[config.mk]
export PLATFORM = sky130hd
export DESIGN_NAME = character_lcd_4bit_command_sequencer_top
export DESIGN_NICKNAME = d
export VERILOG_FILES = /design/src/hdl/clcd_pkg.sv /design/src/hdl/character_lcd_4bit_command_sequencer_top.sv /design/src/hdl/clcd_queue.sv /design/src/hdl/clcd_front.sv /design/src/hdl/clcd_back.sv
export SDC_FILE = /design/constraint.sdc
export NUM_CORES = 1
export LEC_CHECK = 0
export BUFFER_PORTS_ARGS = -buffer_cell sky130_fd_sc_hd__buf_4
export CORE_ASPECT_RATIO = 1.2
export CORE_MARGIN = 5
export CORE_UTILIZATION = 40
export CTS_BUF_LIST = sky130_fd_sc_hd__clkbuf_4
export DETAILED_ROUTE_END_ITERATION = 7
export GPL_TIMING_DRIVEN = 0
export SETUP_SLACK_MARGIN = 0.5
export SYNTH_ARGS = -nofsm -noshare
export SYNTH_HDL_FRONTEND = slang
export SYNTH_SLANG_ARGS = --single-unit
[constraint.sdc]
create_clock -name clk -period 8.44 [get_ports clk]
set_input_delay 0.422 -clock clk [delete_from_list [all_inputs] [get_ports clk]]
set_output_delay 0.422 -clock clk [all_outputs]
set_load 0.01 [all_outputs]
[src/hdl/clcd_pkg.sv]
// Shared types, command codes and controller byte constants for the character LCD sequencer.
`default_nettype none

package clcd_pkg;

  // Port and field widths.
  localparam int CMD_W     = 4;
  localparam int SDATA_W   = 32;
  localparam int MDATA_W   = 8;
  localparam int COLS_W    = 6;
  localparam int ROWS_W    = 3;
  localparam int CFG_W     = 6;
  localparam int CFG_IDX_W = 1;
  localparam int NIB_IDX_W = 4;

  // Job queue between front and back.
  localparam int QDEPTH = 4;
  localparam int QPTR_W = $clog2(QDEPTH);
  localparam int QCNT_W = $clog2(QDEPTH + 1);

  // Register reset values and the row count limit.
  localparam logic [COLS_W-1:0] COLS_RESET    = 6'd20;
  localparam logic [ROWS_W-1:0] ROWS_RESET    = 3'd4;
  localparam logic [ROWS_W-1:0] ROW_LIMIT_MAX = 3'd4;

  // Configuration register indexes.
  typedef enum logic [CFG_IDX_W-1:0] {
    CFG_COLUMNS = 1'b0,
    CFG_ROWS    = 1'b1
  } cfg_idx_t;

  // Command codes of an input item.
  typedef enum logic [CMD_W-1:0] {
    CMD_INIT       = 4'd0,
    CMD_PUT_CHAR   = 4'd1,
    CMD_SET_CURSOR = 4'd2,
    CMD_PUT_CUSTOM = 4'd3,
    CMD_CLEAR      = 4'd4,
    CMD_FLAG       = 4'd5,
    CMD_SCROLL     = 4'd6,
    CMD_CGRAM_SEL  = 4'd7,
    CMD_RAW_DATA   = 4'd8
  } cmd_t;

  // Targets of the flag command.
  typedef enum logic [1:0] {
    FLAG_DISPLAY = 2'd0,
    FLAG_CURSOR  = 2'd1,
    FLAG_BLINK   = 2'd2
  } flag_sel_t;

  // Controller instruction bytes.
  localparam logic [7:0] LCD_SET_DDRAM   = 8'h80;
  localparam logic [7:0] LCD_SET_CGRAM   = 8'h40;
  localparam logic [7:0] LCD_CLEAR       = 8'h01;
  localparam logic [7:0] LCD_DISP_CTRL   = 8'h08;
  localparam logic [7:0] LCD_ENTRY_MODE  = 8'h06;
  localparam logic [7:0] LCD_FUNC_2LINE  = 8'h28;
  localparam logic [7:0] LCD_FUNC_1LINE  = 8'h20;
  localparam logic [7:0] LCD_SHIFT_LEFT  = 8'h18;
  localparam logic [7:0] LCD_SHIFT_RIGHT = 8'h1C;

  // Power-up nibbles that put the controller into 4-bit mode.
  localparam logic [3:0] WAKE_NIB  = 4'h3;
  localparam logic [3:0] MODE4_NIB = 4'h2;

  // Flags after init: display on, cursor and blink off.
  localparam logic [2:0] FLAGS_INIT = 3'b100;
  localparam logic [7:0] INIT_DISP  = LCD_DISP_CTRL | {5'b0, FLAGS_INIT};

  // Number of nibbles in the init run.
  localparam logic [NIB_IDX_W-1:0] INIT_NIBBLES = 4'd12;

  // Character codes with cursor meaning.
  localparam logic [7:0] CHAR_LF = 8'h0A;
  localparam logic [7:0] CHAR_CR = 8'h0D;

  // One unit of work for the back end: an init run or one or two bytes.
  typedef struct packed {
    logic       init;
    logic       two;
    logic       rs0;
    logic [7:0] b0;
    logic       rs1;
    logic [7:0] b1;
  } job_t;

  // Display address of the first column of each row.
  function automatic logic [6:0] row_base(input logic [1:0] r);
    logic [6:0] base;
    unique case (r)
      2'd0: base = 7'h00;
      2'd1: base = 7'h40;
      2'd2: base = 7'h14;
      2'd3: base = 7'h54;
      default: base = 7'h00;
    endcase
    return base;
  endfunction

  // Nibble at a given position of the init run; fset is the function-set byte.
  function automatic logic [3:0] init_nibble(input logic [NIB_IDX_W-1:0] idx,
                                             input logic [7:0] fset);
    logic [3:0] nib;
    unique case (idx)
      4'd0, 4'd1, 4'd2: nib = WAKE_NIB;
      4'd3:  nib = MODE4_NIB;
      4'd4:  nib = fset[7:4];
      4'd5:  nib = fset[3:0];
      4'd6:  nib = INIT_DISP[7:4];
      4'd7:  nib = INIT_DISP[3:0];
      4'd8:  nib = LCD_CLEAR[7:4];
      4'd9:  nib = LCD_CLEAR[3:0];
      4'd10: nib = LCD_ENTRY_MODE[7:4];
      4'd11: nib = LCD_ENTRY_MODE[3:0];
      default: nib = 4'h0;
    endcase
    return nib;
  endfunction

endpackage

`default_nettype wire

[src/hdl/character_lcd_4bit_command_sequencer_top.sv]
// Top level of the character LCD command sequencer for a 4-bit controller interface.
//
// Commands enter on the s_ channel, one command per transfer; the command code rides in
// s_tuser and its operands in s_tdata. Each command leaves as a run of 4-bit transfers on
// the m_ channel: m_tdata carries the nibble, high nibble of a byte first, m_tuser is the
// register-select bit (1 for character data) and m_tlast marks the final nibble of a run.
// Runs are 2 nibbles for single-byte commands, 4 for a character that wraps or a custom
// glyph, 12 for init; flag commands with the spare selector and unknown codes send nothing.
// The front end takes a command every cycle while its four-job queue has room, and the
// first nibble passes through the queue and the job register to the output register. The
// output moves one nibble per cycle while m_tready is high; that port sets the sustained
// rate: a printed character costs two nibbles, four when it wraps to the next row.
// A stall on m_tready holds the output register; the queue fills behind it and then
// s_tready drops. The cfg port writes columns (index 0) and display_rows (index 1) and
// should be used only while no run is pending.
// Reset: columns 20, four rows, cursor at the top left, all display flags off, queue and
// output empty.
`default_nettype none

module character_lcd_4bit_command_sequencer_top
  import clcd_pkg::*;
(
  input  wire logic                  clk,
  input  wire logic                  rst,
  input  wire logic                  s_tvalid,
  output logic                       s_tready,
  // command[3:0]
  input  wire logic [CMD_W-1:0]      s_tuser,
  // byte_value[7:0], col[14:8], row[22:15], cgram_slot[25:23], flag_select[27:26],
  // flag_on[28], scroll_right[29], zero[31:30]
  input  wire logic [SDATA_W-1:0]    s_tdata,
  output logic                       m_tvalid,
  input  wire logic                  m_tready,
  // nibble[3:0], zero[7:4]
  output logic [MDATA_W-1:0]         m_tdata,
  // register_select[0]
  output logic                       m_tuser,
  output logic                       m_tlast,
  input  wire logic                  cfg_wen,
  input  wire logic [CFG_IDX_W-1:0]  cfg_index,
  input  wire logic [CFG_W-1:0]      cfg_wdata
);

  logic push;
  logic q_full;
  logic q_empty;
  logic q_pop;
  job_t push_job;
  job_t q_head;

  clcd_front u_front (
    .clk       (clk),
    .rst       (rst),
    .s_tvalid  (s_tvalid),
    .s_tready  (s_tready),
    .s_tuser   (s_tuser),
    .s_tdata   (s_tdata),
    .cfg_wen   (cfg_wen),
    .cfg_index (cfg_index),
    .cfg_wdata (cfg_wdata),
    .q_full    (q_full),
    .push      (push),
    .job       (push_job)
  );

  clcd_queue u_queue (
    .clk      (clk),
    .rst      (rst),
    .push     (push),
    .push_job (push_job),
    .full     (q_full),
    .pop      (q_pop),
    .empty    (q_empty),
    .head     (q_head)
  );

  clcd_back u_back (
    .clk      (clk),
    .rst      (rst),
    .q_empty  (q_empty),
    .q_head   (q_head),
    .q_pop    (q_pop),
    .m_tvalid (m_tvalid),
    .m_tready (m_tready),
    .m_tdata  (m_tdata),
    .m_tuser  (m_tuser),
    .m_tlast  (m_tlast)
  );

endmodule

`default_nettype wire

[src/hdl/clcd_queue.sv]
// Small job queue that decouples the command front end from the nibble back end.
`default_nettype none

module clcd_queue (
  input  wire logic          clk,
  input  wire logic          rst,
  input  wire logic          push,
  input  clcd_pkg::job_t     push_job,
  output logic               full,
  input  wire logic          pop,
  output logic               empty,
  output clcd_pkg::job_t     head
);
  import clcd_pkg::*;

  job_t              mem [QDEPTH];
  logic [QPTR_W-1:0] wr_ptr;
  logic [QPTR_W-1:0] rd_ptr;
  logic [QCNT_W-1:0] count;

  assign full  = (count == QCNT_W'(QDEPTH));
  assign empty = (count == '0);
  assign head  = mem[rd_ptr];

  // Entry storage.
  always_ff @(posedge clk) begin
    if (push) begin
      mem[wr_ptr] <= push_job;
    end
  end

  // Pointers and fill count.
  always_ff @(posedge clk) begin
    if (rst) begin
      wr_ptr <= '0;
      rd_ptr <= '0;
      count  <= '0;
    end else begin
      if (push) begin
        wr_ptr <= wr_ptr + 1'b1;
      end
      if (pop) begin
        rd_ptr <= rd_ptr + 1'b1;
      end
      unique case ({push, pop})
        2'b10:   count <= count + 1'b1;
        2'b01:   count <= count - 1'b1;
        default: count <= count;
      endcase
    end
  end

endmodule

`default_nettype wire

[src/hdl/clcd_front.sv]
// Front end: takes commands, tracks cursor and flags, and turns each command into a job.
`default_nettype none

module clcd_front (
  input  wire logic                          clk,
  input  wire logic                          rst,
  input  wire logic                          s_tvalid,
  output logic                               s_tready,
  input  wire logic [clcd_pkg::CMD_W-1:0]    s_tuser,
  input  wire logic [clcd_pkg::SDATA_W-1:0]  s_tdata,
  input  wire logic                          cfg_wen,
  input  wire logic [clcd_pkg::CFG_IDX_W-1:0] cfg_index,
  input  wire logic [clcd_pkg::CFG_W-1:0]    cfg_wdata,
  input  wire logic                          q_full,
  output logic                               push,
  output clcd_pkg::job_t                     job
);
  import clcd_pkg::*;

  // Configuration registers.
  logic [COLS_W-1:0] columns;
  logic [ROWS_W-1:0] display_rows;

  // Tracked display state.
  logic [7:0] cursor_col;
  logic [1:0] cursor_row;
  logic [2:0] display_flags;
  logic [7:0] cursor_col_next;
  logic [1:0] cursor_row_next;
  logic [2:0] display_flags_next;

  // Input fields.
  logic [7:0] byte_value;
  logic [6:0] col;
  logic [7:0] row;
  logic [2:0] cgram_slot;
  logic [1:0] flag_select;
  logic       flag_on;
  logic       scroll_right;
  logic       accept;
  logic       has_work;
  logic [ROWS_W-1:0] row_limit;

  assign byte_value   = s_tdata[7:0];
  assign col          = s_tdata[14:8];
  assign row          = s_tdata[22:15];
  assign cgram_slot   = s_tdata[25:23];
  assign flag_select  = s_tdata[27:26];
  assign flag_on      = s_tdata[28];
  assign scroll_right = s_tdata[29];

  assign s_tready  = !q_full;
  assign accept    = s_tvalid && s_tready;
  assign push      = accept && has_work;
  assign row_limit = (display_rows > ROW_LIMIT_MAX) ? ROW_LIMIT_MAX : display_rows;

  // A row at or beyond the row count goes back to the top row.
  function automatic logic [1:0] fold_row(input logic [7:0] r, input logic [ROWS_W-1:0] lim);
    return (r >= {5'b0, lim}) ? 2'd0 : r[1:0];
  endfunction

  // Set-address instruction for a column and row.
  function automatic logic [7:0] ddram_addr(input logic [7:0] c, input logic [1:0] r);
    return LCD_SET_DDRAM | {1'b0, c[6:0] + row_base(r)};
  endfunction

  // Command decode and cursor bookkeeping.
  always_comb begin
    logic       wrap;
    logic [7:0] c1;
    logic [1:0] r1;
    logic [1:0] r2;
    logic [7:0] addr_wrap;
    logic [7:0] second;
    logic       second_rs;
    logic [2:0] flag_bit;
    logic [2:0] new_flags;
    logic [1:0] tgt_row;

    cursor_col_next    = cursor_col;
    cursor_row_next    = cursor_row;
    display_flags_next = display_flags;
    has_work           = 1'b1;
    job                = '0;

    wrap      = (cursor_col >= {2'b0, columns});
    c1        = wrap ? 8'd0 : cursor_col;
    r1        = wrap ? fold_row({6'b0, cursor_row} + 8'd1, row_limit) : cursor_row;
    addr_wrap = ddram_addr(8'd0, r1);
    r2        = fold_row({6'b0, r1} + 8'd1, row_limit);
    flag_bit  = 3'b100 >> flag_select;
    new_flags = flag_on ? (display_flags | flag_bit) : (display_flags & ~flag_bit);
    tgt_row   = fold_row(row, row_limit);
    second    = byte_value;
    second_rs = 1'b1;

    unique case (s_tuser)
      CMD_INIT: begin
        job.init           = 1'b1;
        job.b0             = (display_rows > 3'd1) ? LCD_FUNC_2LINE : LCD_FUNC_1LINE;
        cursor_col_next    = 8'd0;
        cursor_row_next    = 2'd0;
        display_flags_next = FLAGS_INIT;
      end
      CMD_PUT_CHAR: begin
        // Character after any end-of-row wrap: newline, carriage return or data.
        if (byte_value == CHAR_LF) begin
          second          = ddram_addr(c1, r2);
          second_rs       = 1'b0;
          cursor_col_next = c1;
          cursor_row_next = r2;
        end else if (byte_value == CHAR_CR) begin
          second          = ddram_addr(8'd0, r1);
          second_rs       = 1'b0;
          cursor_col_next = 8'd0;
          cursor_row_next = r1;
        end else begin
          cursor_col_next = c1 + 8'd1;
          cursor_row_next = r1;
        end
        if (wrap) begin
          job.two = 1'b1;
          job.b0  = addr_wrap;
          job.rs0 = 1'b0;
          job.b1  = second;
          job.rs1 = second_rs;
        end else begin
          job.b0  = second;
          job.rs0 = second_rs;
        end
      end
      CMD_SET_CURSOR: begin
        job.b0          = ddram_addr({1'b0, col}, tgt_row);
        cursor_col_next = {1'b0, col};
        cursor_row_next = tgt_row;
      end
      CMD_PUT_CUSTOM: begin
        job.two         = 1'b1;
        job.b0          = ddram_addr({1'b0, col}, tgt_row);
        job.b1          = {5'b0, cgram_slot};
        job.rs1         = 1'b1;
        cursor_col_next = {1'b0, col};
        cursor_row_next = tgt_row;
      end
      CMD_CLEAR: begin
        job.b0 = LCD_CLEAR;
      end
      CMD_FLAG: begin
        // Only the three defined flags; the spare selector does nothing.
        if (flag_select == FLAG_DISPLAY || flag_select == FLAG_CURSOR ||
            flag_select == FLAG_BLINK) begin
          display_flags_next = new_flags;
          job.b0             = LCD_DISP_CTRL | {5'b0, new_flags};
        end else begin
          has_work = 1'b0;
        end
      end
      CMD_SCROLL: begin
        job.b0 = scroll_right ? LCD_SHIFT_RIGHT : LCD_SHIFT_LEFT;
      end
      CMD_CGRAM_SEL: begin
        job.b0 = LCD_SET_CGRAM | {2'b0, cgram_slot, 3'b0};
      end
      CMD_RAW_DATA: begin
        job.b0  = byte_value;
        job.rs0 = 1'b1;
      end
      default: begin
        has_work = 1'b0;
      end
    endcase
  end

  // Configuration writes.
  always_ff @(posedge clk) begin
    if (rst) begin
      columns      <= COLS_RESET;
      display_rows <= ROWS_RESET;
    end else if (cfg_wen) begin
      unique case (cfg_index)
        CFG_COLUMNS: columns      <= cfg_wdata[COLS_W-1:0];
        CFG_ROWS:    display_rows <= cfg_wdata[ROWS_W-1:0];
        default:     columns      <= columns;
      endcase
    end
  end

  // Cursor and flag state advance on every accepted command.
  always_ff @(posedge clk) begin
    if (rst) begin
      cursor_col    <= '0;
      cursor_row    <= '0;
      display_flags <= '0;
    end else if (accept) begin
      cursor_col    <= cursor_col_next;
      cursor_row    <= cursor_row_next;
      display_flags <= display_flags_next;
    end
  end

endmodule

`default_nettype wire

[src/hdl/clcd_back.sv]
// Back end: splits each queued job into tagged nibbles and drives the output register.
`default_nettype none

module clcd_back (
  input  wire logic                          clk,
  input  wire logic                          rst,
  input  wire logic                          q_empty,
  input  clcd_pkg::job_t                     q_head,
  output logic                               q_pop,
  output logic                               m_tvalid,
  input  wire logic                          m_tready,
  output logic [clcd_pkg::MDATA_W-1:0]       m_tdata,
  output logic                               m_tuser,
  output logic                               m_tlast
);
  import clcd_pkg::*;

  job_t                 job;
  logic                 busy;
  logic [NIB_IDX_W-1:0] idx;
  logic                 out_free;
  logic                 advance;
  logic [3:0]           nib;
  logic                 rs;
  logic                 last;

  assign out_free = !m_tvalid || m_tready;
  assign advance  = busy && out_free;
  assign q_pop    = !q_empty && (!busy || (advance && last));

  // Nibble select for the current position in the job.
  always_comb begin
    if (job.init) begin
      nib  = init_nibble(idx, job.b0);
      rs   = 1'b0;
      last = (idx == INIT_NIBBLES - 1'b1);
    end else begin
      unique case (idx[1:0])
        2'd0: nib = job.b0[7:4];
        2'd1: nib = job.b0[3:0];
        2'd2: nib = job.b1[7:4];
        2'd3: nib = job.b1[3:0];
        default: nib = 4'h0;
      endcase
      rs   = idx[1] ? job.rs1 : job.rs0;
      last = job.two ? (idx == 4'd3) : (idx == 4'd1);
    end
  end

  // Job register and position counter.
  always_ff @(posedge clk) begin
    if (rst) begin
      busy <= 1'b0;
      idx  <= '0;
    end else if (q_pop) begin
      busy <= 1'b1;
      idx  <= '0;
    end else if (advance) begin
      if (last) begin
        busy <= 1'b0;
      end else begin
        idx <= idx + 1'b1;
      end
    end
  end

  always_ff @(posedge clk) begin
    if (q_pop) begin
      job <= q_head;
    end
  end

  // Output register valid.
  always_ff @(posedge clk) begin
    if (rst) begin
      m_tvalid <= 1'b0;
    end else if (out_free) begin
      m_tvalid <= advance;
    end
  end

  // Output register payload.
  always_ff @(posedge clk) begin
    if (advance) begin
      m_tdata <= {4'b0, nib};
      m_tuser <= rs;
      m_tlast <= last;
    end
  end

endmodule

`default_nettype wire

==> impl_metrics.toml, run 1 <==
[worst_hold_path]
min_path_type = "in2reg"

[finish]
antenna_cells = 0
syn2layout_area_growth_pct = 13.1
fillers = 1615
final_common_cell = "edfxtp_1"
final_nets = 763
drive_gt1_share_pct = 18.1
final_cell_mix = "edfxtp_1, nor2_1, buf_4, nand2_1, ha_1"
final_util_pct = 46.1

[grt]
grt_max_degree = 22
grt_overflow = 0
busiest_layer = "met2"
grt_pass1_vias = 5281
grt.total_usage_pct = 16.7
grtUsageMet3_pct = 4.28
grt_use_met1_pct = 17.6
grt_pass1_wl_mm = 27.1
antenna_found_initial = 0
met2_usage_pct = 31.6

[outcome]
status = "complete, no violations"

[floorplanning]
die_area_um2 = 20600
die_w_um = 132
pin_count = 60
initial_core_util_pct = 40.8
num_rows = 53
fp.coreArea_um2 = 17500
die_h_um = 156

[logic_synthesis]
synth_edf_count = 106
synthFlopType = "edfxtp_1"
avgSynthCellArea_um2 = 11.8
yosys_register_bits = 141
synth-seq-area-share_pct = 54.4
synthCells = 603
syn_area_um2 = 7140
synth_cell_types = 75
yosysWarnings = 0
synthArstFlopShare_pct = 0

[route]
wl_mm = 17.1
ant_nets = 0
drc = 0
viasPerCell = 5.60
firstDrtPassIters = 5
routedWlPerCell_um = 18.8
via_count = 5093
first_iter_violations = 330

[sta]
fmax_mhz = 196
tightestPinTransition_ns = 1.03
fin_crit_sh_pct = 60.5
setup_viol = 0
finalSetupTns_ns = 0
hold_violations = 0
rsz0062_at_grt = "false"
finalClockSkew_ns = 0.0232
timing.final.ws_setup_ns = 3.33
fin_crit_ns = 5.11
maxSlewViolCount = 0
slew_headroom_pct = 31.2
hold_slack_ns = 0.0730

[setup_path]
cp_top_family = "compound AO/OA/AOI/OAI gates"
worstPathRequired_ns = 8.67
slowest_stage = "a211oi_1"
cp-start-kind = "register"
crit_top_cell = "ha_1"
cp-endpoint = "u_queue.mem[3][13]$_DFFE_PP_"
crit_chain = "nor2b_1 > ha_1 > nand2b_1 > a21o_1 > a211oi_1 > a21o_1 > ha_1 > ha_1 > nand2_1 > o21ai_0 > nor2_1 > ha_1 > ha_1 > xnor2_1 > a22oi_1 > o22ai_1 > nor2_1 > o21ai_1 > o221ai_1"
r2r_setup_slack_ns = 3.33
max_stage_delay_ns = 0.50
path_buf_inv = 0
r2r-end = "u_queue.mem[3][13]$_DFFE_PP_"
cp.depth = 19
reg2reg_depth = 19
worstReg2RegStart = "u_front.display_rows[2]$_SDFFE_PP1P_"
end_kind = "register"
cp_max_fo = 5
crit_type = "reg2reg"
arrival_ns = 5.34
crit_path_start = "u_front.display_rows[2]$_SDFFE_PP1P_"

[clock_tree]
cts.clk_slew.worst_paths_ns = 0.13
htree_levels = 4
hold_buffers = 0
max-clock-path-buffers = 2
postCtsSetupRepairBufs = 0
cts_resized = 0
cts_num_sinks = 141
cts_tree = "done"
cts_buffers = 17
insertion_delay_ns = 0.55
cts_root_buf = "clkbuf_4"

[place]
gp_congestion = 0.940
hpwl_mm = 13.2
io_buffer_count = 53
place_ws_ns = 3.42

[flow_run]
cap_viol_max_count = 0

[pwr]
irDropWorstVdd_mv = 0.0965
powerDensity_nw_per_um2 = 229
power.leakage_nw = 2.94
Yosys cell counts, drive strengths merged, types with 3 or more instances:
| cell | count | area [um2] |
|---|---|---|
| a211o | 3 | 26.3 |
| a211oi | 6 | 50.1 |
| a21o | 4 | 30.0 |
| a21oi | 34 | 174 |
| a221oi | 4 | 35.0 |
| a222oi | 4 | 40.0 |
| a22oi | 8 | 60.1 |
| a311oi | 3 | 26.3 |
| a31oi | 5 | 31.3 |
| and2 | 11 | 68.8 |
| and3 | 4 | 25.0 |
| buf | 10 | 58.8 |
| clkbuf | 19 | 71.3 |
| dfxtp | 35 | 701 |
| edfxtp | 106 | 3180 |
| ha | 36 | 450 |
| inv | 29 | 109 |
| mux2i | 7 | 70.1 |
| mux4 | 20 | 450 |
| nand2 | 39 | 149 |
| nand2b | 7 | 51.3 |
| nand3 | 14 | 75.1 |
| nand4 | 3 | 18.8 |
| nor2 | 71 | 267 |
| nor2b | 11 | 68.8 |
| nor3 | 12 | 60.1 |
| nor3b | 4 | 35.0 |
| o211ai | 6 | 45.0 |
| o21ai | 25 | 129 |
| o22ai | 9 | 62.6 |
| o31ai | 3 | 22.5 |
| xnor2 | 9 | 78.8 |
| xor2 | 5 | 43.8 |
worst reg2reg max path, delay by kind of cell, from the launching register on:
| family | cells | cell delay [ns] |
|---|---|---|
| flops | 1 | 0.38 |
| fa+ha+maj | 5 | 1.33 |
| simple gates | 5 | 0.74 |
| xor+xnor | 1 | 0.17 |
| compound gates | 8 | 2.16 |
power by group:
group | internal, W | switching, W | leakage, nW
Sequential | 0.000880 | 0.0000537 | 1.26
Clock | 0.000144 | 0.000249 | 0.132
Combinational | 0.000228 | 0.000296 | 1.55
Total | 0.00125 | 0.000599 | 2.94
how the worst min path moves through the flow:
stage / start / to / slack, ns / cells after the start
after floorplan: u_front.display_rows[0]$_SDFFE_PP0P_ / u_front.display_rows[0]$_SDFFE_PP0P_ / 0.43 / 2
after global placement: u_front.display_rows[0]$_SDFFE_PP0P_ / u_front.display_rows[0]$_SDFFE_PP0P_ / 0.45 / 2
after detailed placement: u_front.display_rows[0]$_SDFFE_PP0P_ / u_front.display_rows[0]$_SDFFE_PP0P_ / 0.48 / 2
after CTS: cfg_wdata[2] / u_front.columns[2]$_SDFFE_PP1P_ / 0.03 / 2
after global routing: cfg_wdata[4] / u_front.columns[4]$_SDFFE_PP1P_ / 0.02 / 2
final: cfg_wdata[4] / u_front.columns[4]$_SDFFE_PP1P_ / 0.07 / 2
sequential cells by signal, summed over array words and instances, names as in the netlist:
signal / flops
u_back.busy: 1
u_front.display_flags: 3
u_back.job: 20
u_back.m_tlast: 1
u_queue.count: 3
u_back.idx: 4
u_front.cursor_row: 2
u_queue.mem: 80
u_front.columns: 6
u_front.display_rows: 3
u_back.m_tvalid: 1
u_back.m_tuser: 1
u_queue.wr_ptr: 2
u_front.cursor_col: 8
u_queue.rd_ptr: 2
u_back.m_tdata: 4
through the flow:
| step | cell area [um2] | instances | power (W) |
|---|---|---|---|
| floorplan | 7150 | 606 | 0.00131 |
| global placement | 7820 | 879 | 0.00146 |
| detailed placement | 7820 | 879 | 0.00148 |
| CTS | 8070 | 910 | 0.00188 |
| global route | 8070 | 910 | 0.00197 |
| finish | 8070 | 910 | 0.00185 |
cell type report:
class                      count  area (um2)  share of cell area (%)
timing repair buffer          53         398                    4.93
clock buffer                  17         128                    1.58
tap                          220         275                    3.41
multi-input combinational    407        3030                    37.5
inverter                      29         109                    1.35
buffer                        29         130                    1.61
sequential                   141        3880                    48.1
clock inverter                14         120                    1.49
kinds of logic after synthesis:
group           share of synthesized area (%)
fa+ha+maj                                6.59
simple gates                             12.7
flops                                    54.4
mux                                      7.45
xor+xnor                                 1.72
other cells                            0.0525
buf+inv                                  3.35
compound gates                           13.8
routing by layer:
| layer | wire (um) | part of all wire (%) | vias to the layer above |
|---|---|---|---|
| li1 | - | - | 2428 |
| met1 | 6680 | 39 | 2479 |
| met2 | 9110 | 53 | 140 |
| met3 | 748 | 4.4 | 46 |
| met4 | 586 | 3.4 | 0 |
| met5 | 0 | 0 | - |
(Power assumes the default switching activity.)
==> run 2, diff against run 1 <==
clock period = 4.4 ns   (was 8.44 ns; I/O delays follow)
==> run 2 against run 1 <==
  * Count of clock-buffer cells in the layout is 3 higher
  * Critical path depth is 1 lower
  * Clock power grew to 2.8 times the previous value
  * Clock skew is 0.0029 ns higher
  * Sequential power is 93% higher
  * Largest cell class unchanged
  * Die area stayed put
  * Non-clock buffer count is 30 higher
  * Via count is 2.0% higher
  * Critical path type unchanged
  * Core utilization is 3.9 points higher
  * Combinational power is 110% higher
  * Power is 120% higher
  * Maximum frequency is 28% higher
==> impl_metrics.toml, run 2 (synthesis gave the netlist of run 1 again) <==
[outcome]
status = "complete, no violations"

[floorplanning]
die_w_um = 132
num_rows = 53
pin_count = 60
fp.coreArea_um2 = 17500
die_h_um = 156
initial_core_util_pct = 40.8
die_area_um2 = 20600

[setup_path]
arrival_ns = 4.27
worstReg2RegStart = "u_front.cursor_col[2]$_SDFFE_PP0P_"
r2r_setup_slack_ns = 0.40
crit_type = "reg2reg"
cp_max_fo = 7
worstPathRequired_ns = 4.67
r2r-end = "u_queue.mem[0][15]$_DFFE_PP_"
cp-start-kind = "register"
reg2reg_depth = 18
end_kind = "register"

[sta]
fin_crit_sh_pct = 91.0
tightestPinTransition_ns = 1.05
slew_headroom_pct = 29.7
finalClockSkew_ns = 0.0261
hold_violations = 0
timing.final.ws_setup_ns = 0.397
maxSlewViolCount = 0
rsz0062_at_grt = "true"
setup_viol = 0
fmax_mhz = 250
fin_crit_ns = 4.00

[route]
drc = 0
firstDrtPassIters = 5
via_count = 5196
wl_mm = 17.7
routedWlPerCell_um = 18.8
ant_nets = 0
first_iter_violations = 333
viasPerCell = 5.52

[pwr]
p_clk_share_pct = 27.5
power_frac_comb_pct = 27.8
p_int_w = 0.00283
powerDensity_nw_per_um2 = 458
irDropWorstVdd_mv = 0.244
p_switching_w = 0.00119
swShare_pct = 29.5
finalPower_w = 0.00401
p_seq_share_pct = 44.7
power.leakage_nw = 3.17

[place]
io_buffer_count = 53
hpwl_mm = 13.1
dp.cells = 879
place_ws_ns = -0.138
gp_congestion = 0.909

[clock_tree]
max-clock-path-buffers = 2
cts_tree = "done"
cts_buffers = 17
cts.clk_slew.worst_paths_ns = 0.13
cts_num_sinks = 141
htree_levels = 4
cts_root_buf = "clkbuf_4"
insertion_delay_ns = 0.54

[grt]
grt.total_usage_pct = 17.1
grt_pass1_vias = 5281
antenna_found_initial = 0
grt_max_degree = 22
grt_overflow = 0
grt_pass1_wl_mm = 27.6

[worst_hold_path]
holdPathStages = 3
min_path_type = "in2reg"
hold_path_end = "u_front.cursor_col[1]$_SDFFE_PP0P_"
holdCritStartpoint = "s_tdata[9]"

[finish]
max_flop_register = "u_queue.mem"
fin_cells = 941
largest_reg_flops = 80
final_nets = 793
final_util_pct = 50.0
drive_gt1_share_pct = 24.7
final_common_cell = "edfxtp_1"
syn2layout_area_growth_pct = 22.7
reg_top3 = "u_queue.mem (80), u_back.job (20), u_front.cursor_col (8)"
final_cell_mix = "edfxtp_1, buf_4, nor2_1, nand2_1, a21oi_1"
antenna_cells = 0

[flow_run]
cap_viol_max_count = 0
==> run 2: changes by cell type in the layout (fill, tap and decap cells not counted), moves of 3 or more <==
cell and change:
inv_1 -3, dlygate4sd3_1 +14, ha_4 +10, ha_1 -10
inv_6 -3, clkbuf_4 +3, bufinv_16 +6, buf_4 +16
dfxtp_1 -7, clkinv_2 -3, dfxtp_2 +5
==> run 2: power groups by stage <==
stage	logic (W)	clock network [W]	registers [W]
floorplan	0.000734	0	0.00179
CTS	0.00109	0.00113	0.00180
global route	0.00123	0.00118	0.00181
finish	0.00112	0.00110	0.00180
global placement	0.00100	0	0.00182
detailed placement	0.00103	0	0.00183
==> run 2: through the flow <==
step,hold slack [ns],instance area [um2],TNS (ns)
floorplan,0.314,7210,0
global placement,0.425,7880,-0.929
detailed placement,0.432,7880,-1.68
CTS,0.0152,8640,0
global route,0.0387,8760,0
finish,0.0477,8760,0
==> run 2: routing by layer <==
| layer | global-route usage (%) | vias to the layer above | share of wire (%) |
|---|---|---|---|
| met5 | 0 | - | 0 |
| met4 | 7.45 | 0 | 3.8 |
| met3 | 3.92 | 47 | 4.3 |
| met2 | 30.8 | 162 | 52 |
| met1 | 19.3 | 2507 | 40 |
| li1 | - | 2480 | - |
==> run 2: how the worst max path moves through the flow <==
stage	start	end	depth (start not counted)
detailed placement	u_front.display_rows[2]$_SDFFE_PP1P_	u_queue.mem[2][15]$_DFFE_PP_	18
CTS	u_front.cursor_col[0]$_SDFFE_PP0P_	u_queue.mem[0][15]$_DFFE_PP_	18
global route	u_front.cursor_col[2]$_SDFFE_PP0P_	u_queue.mem[3][15]$_DFFE_PP_	18
global placement	u_front.display_rows[2]$_SDFFE_PP1P_	u_queue.mem[0][6]$_DFFE_PP_	18
finish	u_front.cursor_col[2]$_SDFFE_PP0P_	u_queue.mem[0][15]$_DFFE_PP_	18
floorplan	u_front.cursor_col[0]$_SDFFE_PP0P_	u_queue.mem[0][15]$_DFFE_PP_	18
==> run 2: critical path: stages (launching register included) <==
cell and delay (ns):
dfxtp_2 0.45, ha_1 0.25, o21a_1 0.15, o211ai_1 0.10, buf_4 0.16, o21ai_4 0.22
mux2_4 0.35, ha_4 0.23, ha_4 0.16, a21oi_4 0.15, o21ai_4 0.08, nor2_4 0.19
ha_4 0.18, ha_4 0.13, a21o_1 0.11, nand2_1 0.07, o41a_1 0.45, o22ai_4 0.17
o311ai_4 0.12
==> run 2: cell type report <==
cell class              instances  area (um2)
well taps                     220         275
flip-flops and latches        141        3900
inverters                      29         115
clock inverters                12         241
plain buffers                  29         130
clock buffers                  20         150
repair buffers                 83         658
multi-input cells             407        3290
fillers                      1572        8750
==> run 2: repair_timing <==
item                                    4_1_cts  5_1_grt
buffers inserted                             10        6
hold buffers                                 14        0
resized for setup                            28       13
endpoints found under the hold margin        12        0
pin swaps                                    16       17
endpoints found under the setup margin       36       29
==> run 3, diff against run 2 <==
CORE_MARGIN = 3   (was 5)
==> run 3 against run 2 <==
  * Sequential power barely moved
  * Critical path depth stayed put
  * First-iteration DRC count rose by 17%
  * Combinational power about the same
  * Global-route usage grew 1.3 points
  * Critical endpoint is now u_queue.mem[1][15]$_DFFE_PP_
==> impl_metrics.toml, run 3 (synthesis gave the netlist of run 1 again) <==
[place]
place_ws_ns = -0.180
hpwl_mm = 13.1
io_buffer_count = 53
placed_cell_area_um2 = 7880
gp_congestion = 0.940

[floorplanning]
initial_core_util_pct = 41.6
num_rows = 52
die_h_um = 152
die_w_um = 128
die_area_um2 = 19500
fp.coreArea_um2 = 17200
pin_count = 60

[worst_hold_path]
holdCritStartpoint = "s_tdata[10]"
min_path_type = "in2reg"
hold_path_end = "u_front.cursor_col[2]$_SDFFE_PP0P_"
holdPathStages = 3

[clock_tree]
cts_root_buf = "clkbuf_4"
cts_buffers = 17
htree_levels = 4
cts_tree = "done"
cts_num_sinks = 141
max-clock-path-buffers = 2
insertion_delay_ns = 0.52
cts.clk_slew.worst_paths_ns = 0.13

[grt]
grt_max_degree = 22
grt.total_usage_pct = 18.4
antenna_found_initial = 0
grt_pass1_vias = 5433
grt_pass1_wl_mm = 27.9
grt_overflow = 0

[finish]
largest_reg_flops = 80
final_cell_mix = "edfxtp_1, buf_4, nor2_1, nand2_1, a21oi_1"
seq_area_um2 = 3910
antenna_cells = 0
fillers = 1535
reg_top3 = "u_queue.mem (80), u_back.job (20), u_front.cursor_col (8)"
multi_input_area_um2 = 3370
drive_gt1_share_pct = 27.3
syn2layout_area_growth_pct = 22.3
max_flop_register = "u_queue.mem"
final_common_cell = "edfxtp_1"
design_area_um2 = 8730
final_nets = 798

[setup_path]
crit_chain = "inv_4 > ha_4 > nand2b_4 > a2111oi_4 > o21ai_4 > mux2_4 > ha_4 > ha_4 > a21oi_4 > o21ai_4 > nor2_4 > ha_4 > ha_4 > a21o_1 > nand2_1 > o41a_1 > o22ai_4 > o311ai_4"
crit_type = "reg2reg"
crit_top_cell = "ha_4"
reg2reg_depth = 18
crit_path_start = "u_front.cursor_col[0]$_SDFFE_PP0P_"
max_stage_delay_ns = 0.44
path_buf_inv = 1
cp_top_family = "compound AO/OA/AOI/OAI gates"
r2r_setup_slack_ns = 0.33
worstPathRequired_ns = 4.64
worstReg2RegStart = "u_front.cursor_col[0]$_SDFFE_PP0P_"
cp_max_fo = 4
cp-start-kind = "register"
arrival_ns = 4.31
r2r-end = "u_queue.mem[1][15]$_DFFE_PP_"
end_kind = "register"
slowest_stage = "a2111oi_4"

[pwr]
power_frac_comb_pct = 30.8
swShare_pct = 32.7
powerDensity_nw_per_um2 = 422
finalPower_w = 0.00369
irDropWorstVdd_mv = 0.177
p_seq_share_pct = 48.5
power.leakage_nw = 3.14
p_switching_w = 0.00121
p_clk_share_pct = 20.6
p_int_w = 0.00248

[sta]
rsz0062_at_grt = "true"
setup_viol = 0
maxSlewViolCount = 0
timing.final.ws_setup_ns = 0.327
fin_crit_ns = 4.07
hold_violations = 0
tightestPinTransition_ns = 1.03
hold_slack_ns = 0.0563
fmax_mhz = 246
slew_headroom_pct = 31.1
finalClockSkew_ns = 0.0245
fin_crit_sh_pct = 92.6

[route]
viasPerCell = 5.56
wl_mm = 17.9
ant_nets = 0
first_iter_violations = 390
drc = 0
routedWlPerCell_um = 19.0
via_count = 5241
firstDrtPassIters = 5

[outcome]
status = "complete, no violations"

[flow_run]
cap_viol_max_count = 0
run 3: worst max-delay path by stage:
stage | end | slack, ns | cells past startpoint
floorplan | u_queue.mem[0][15]$_DFFE_PP_ | 0.51 | 18
global placement | u_queue.mem[0][11]$_DFFE_PP_ | -0.11 | 17
detailed placement | u_queue.mem[0][13]$_DFFE_PP_ | -0.18 | 19
CTS | u_queue.mem[0][15]$_DFFE_PP_ | 0.32 | 18
global route | u_queue.mem[3][15]$_DFFE_PP_ | 0.19 | 18
finish | u_queue.mem[1][15]$_DFFE_PP_ | 0.33 | 18
run 3: metrics by stage:
step                util (%)  TNS (ns)  instances
finish                  50.9         0        942
global route            50.9         0        942
CTS                     49.5         0        932
detailed placement      45.9     -2.34        875
global placement        45.9     -1.26        875
floorplan                  -         0        606
run 3: power by group through the flow:
stage / clock, W / combinational [W] / sequential, W
after floorplan: 0 / 0.000734 / 0.00179
after global placement: 0 / 0.00100 / 0.00182
after detailed placement: 0 / 0.00103 / 0.00183
after CTS: 0.000784 / 0.00109 / 0.00180
after global routing: 0.000844 / 0.00126 / 0.00181
final: 0.000761 / 0.00114 / 0.00179
run 3: per-layer routing:
| layer | up-vias | share of wire (%) | GRT usage [%] |
|---|---|---|---|
| met4 | 0 | 3.7 | 7.28 |
| met1 | 2545 | 38 | 20.3 |
| met2 | 152 | 55 | 34.4 |
| met5 | - | 0 | 0 |
| li1 | 2502 | - | - |
| met3 | 42 | 3.4 | 3.37 |
run 3: cell type report:
class                   count  share of cell area [%]
plain buffers              29                    1.49
clock buffers              17                    1.46
clock inverters            15                    1.35
repair buffers             88                    7.98
inverters                  29                    1.32
flip-flops and latches    141                    44.8
well taps                 216                    3.09
multi-input cells         407                    38.5
run 3: timing repair:
action                                 4_1_cts  5_1_grt
hold buffers                                13        0
setup endpoints to repair                   36       29
resized for setup                           28       34
endpoints found under the hold margin       11        0
setup buffers                               12       10
gates cloned                                 0        0
pin swaps                                   20       27
run 3: tightest hold or removal path, delay by kind of cell:
family                 cells  cell delay (ns)
AO/OA/AOI/OAI              2             0.22
buffers and inverters      1             0.12
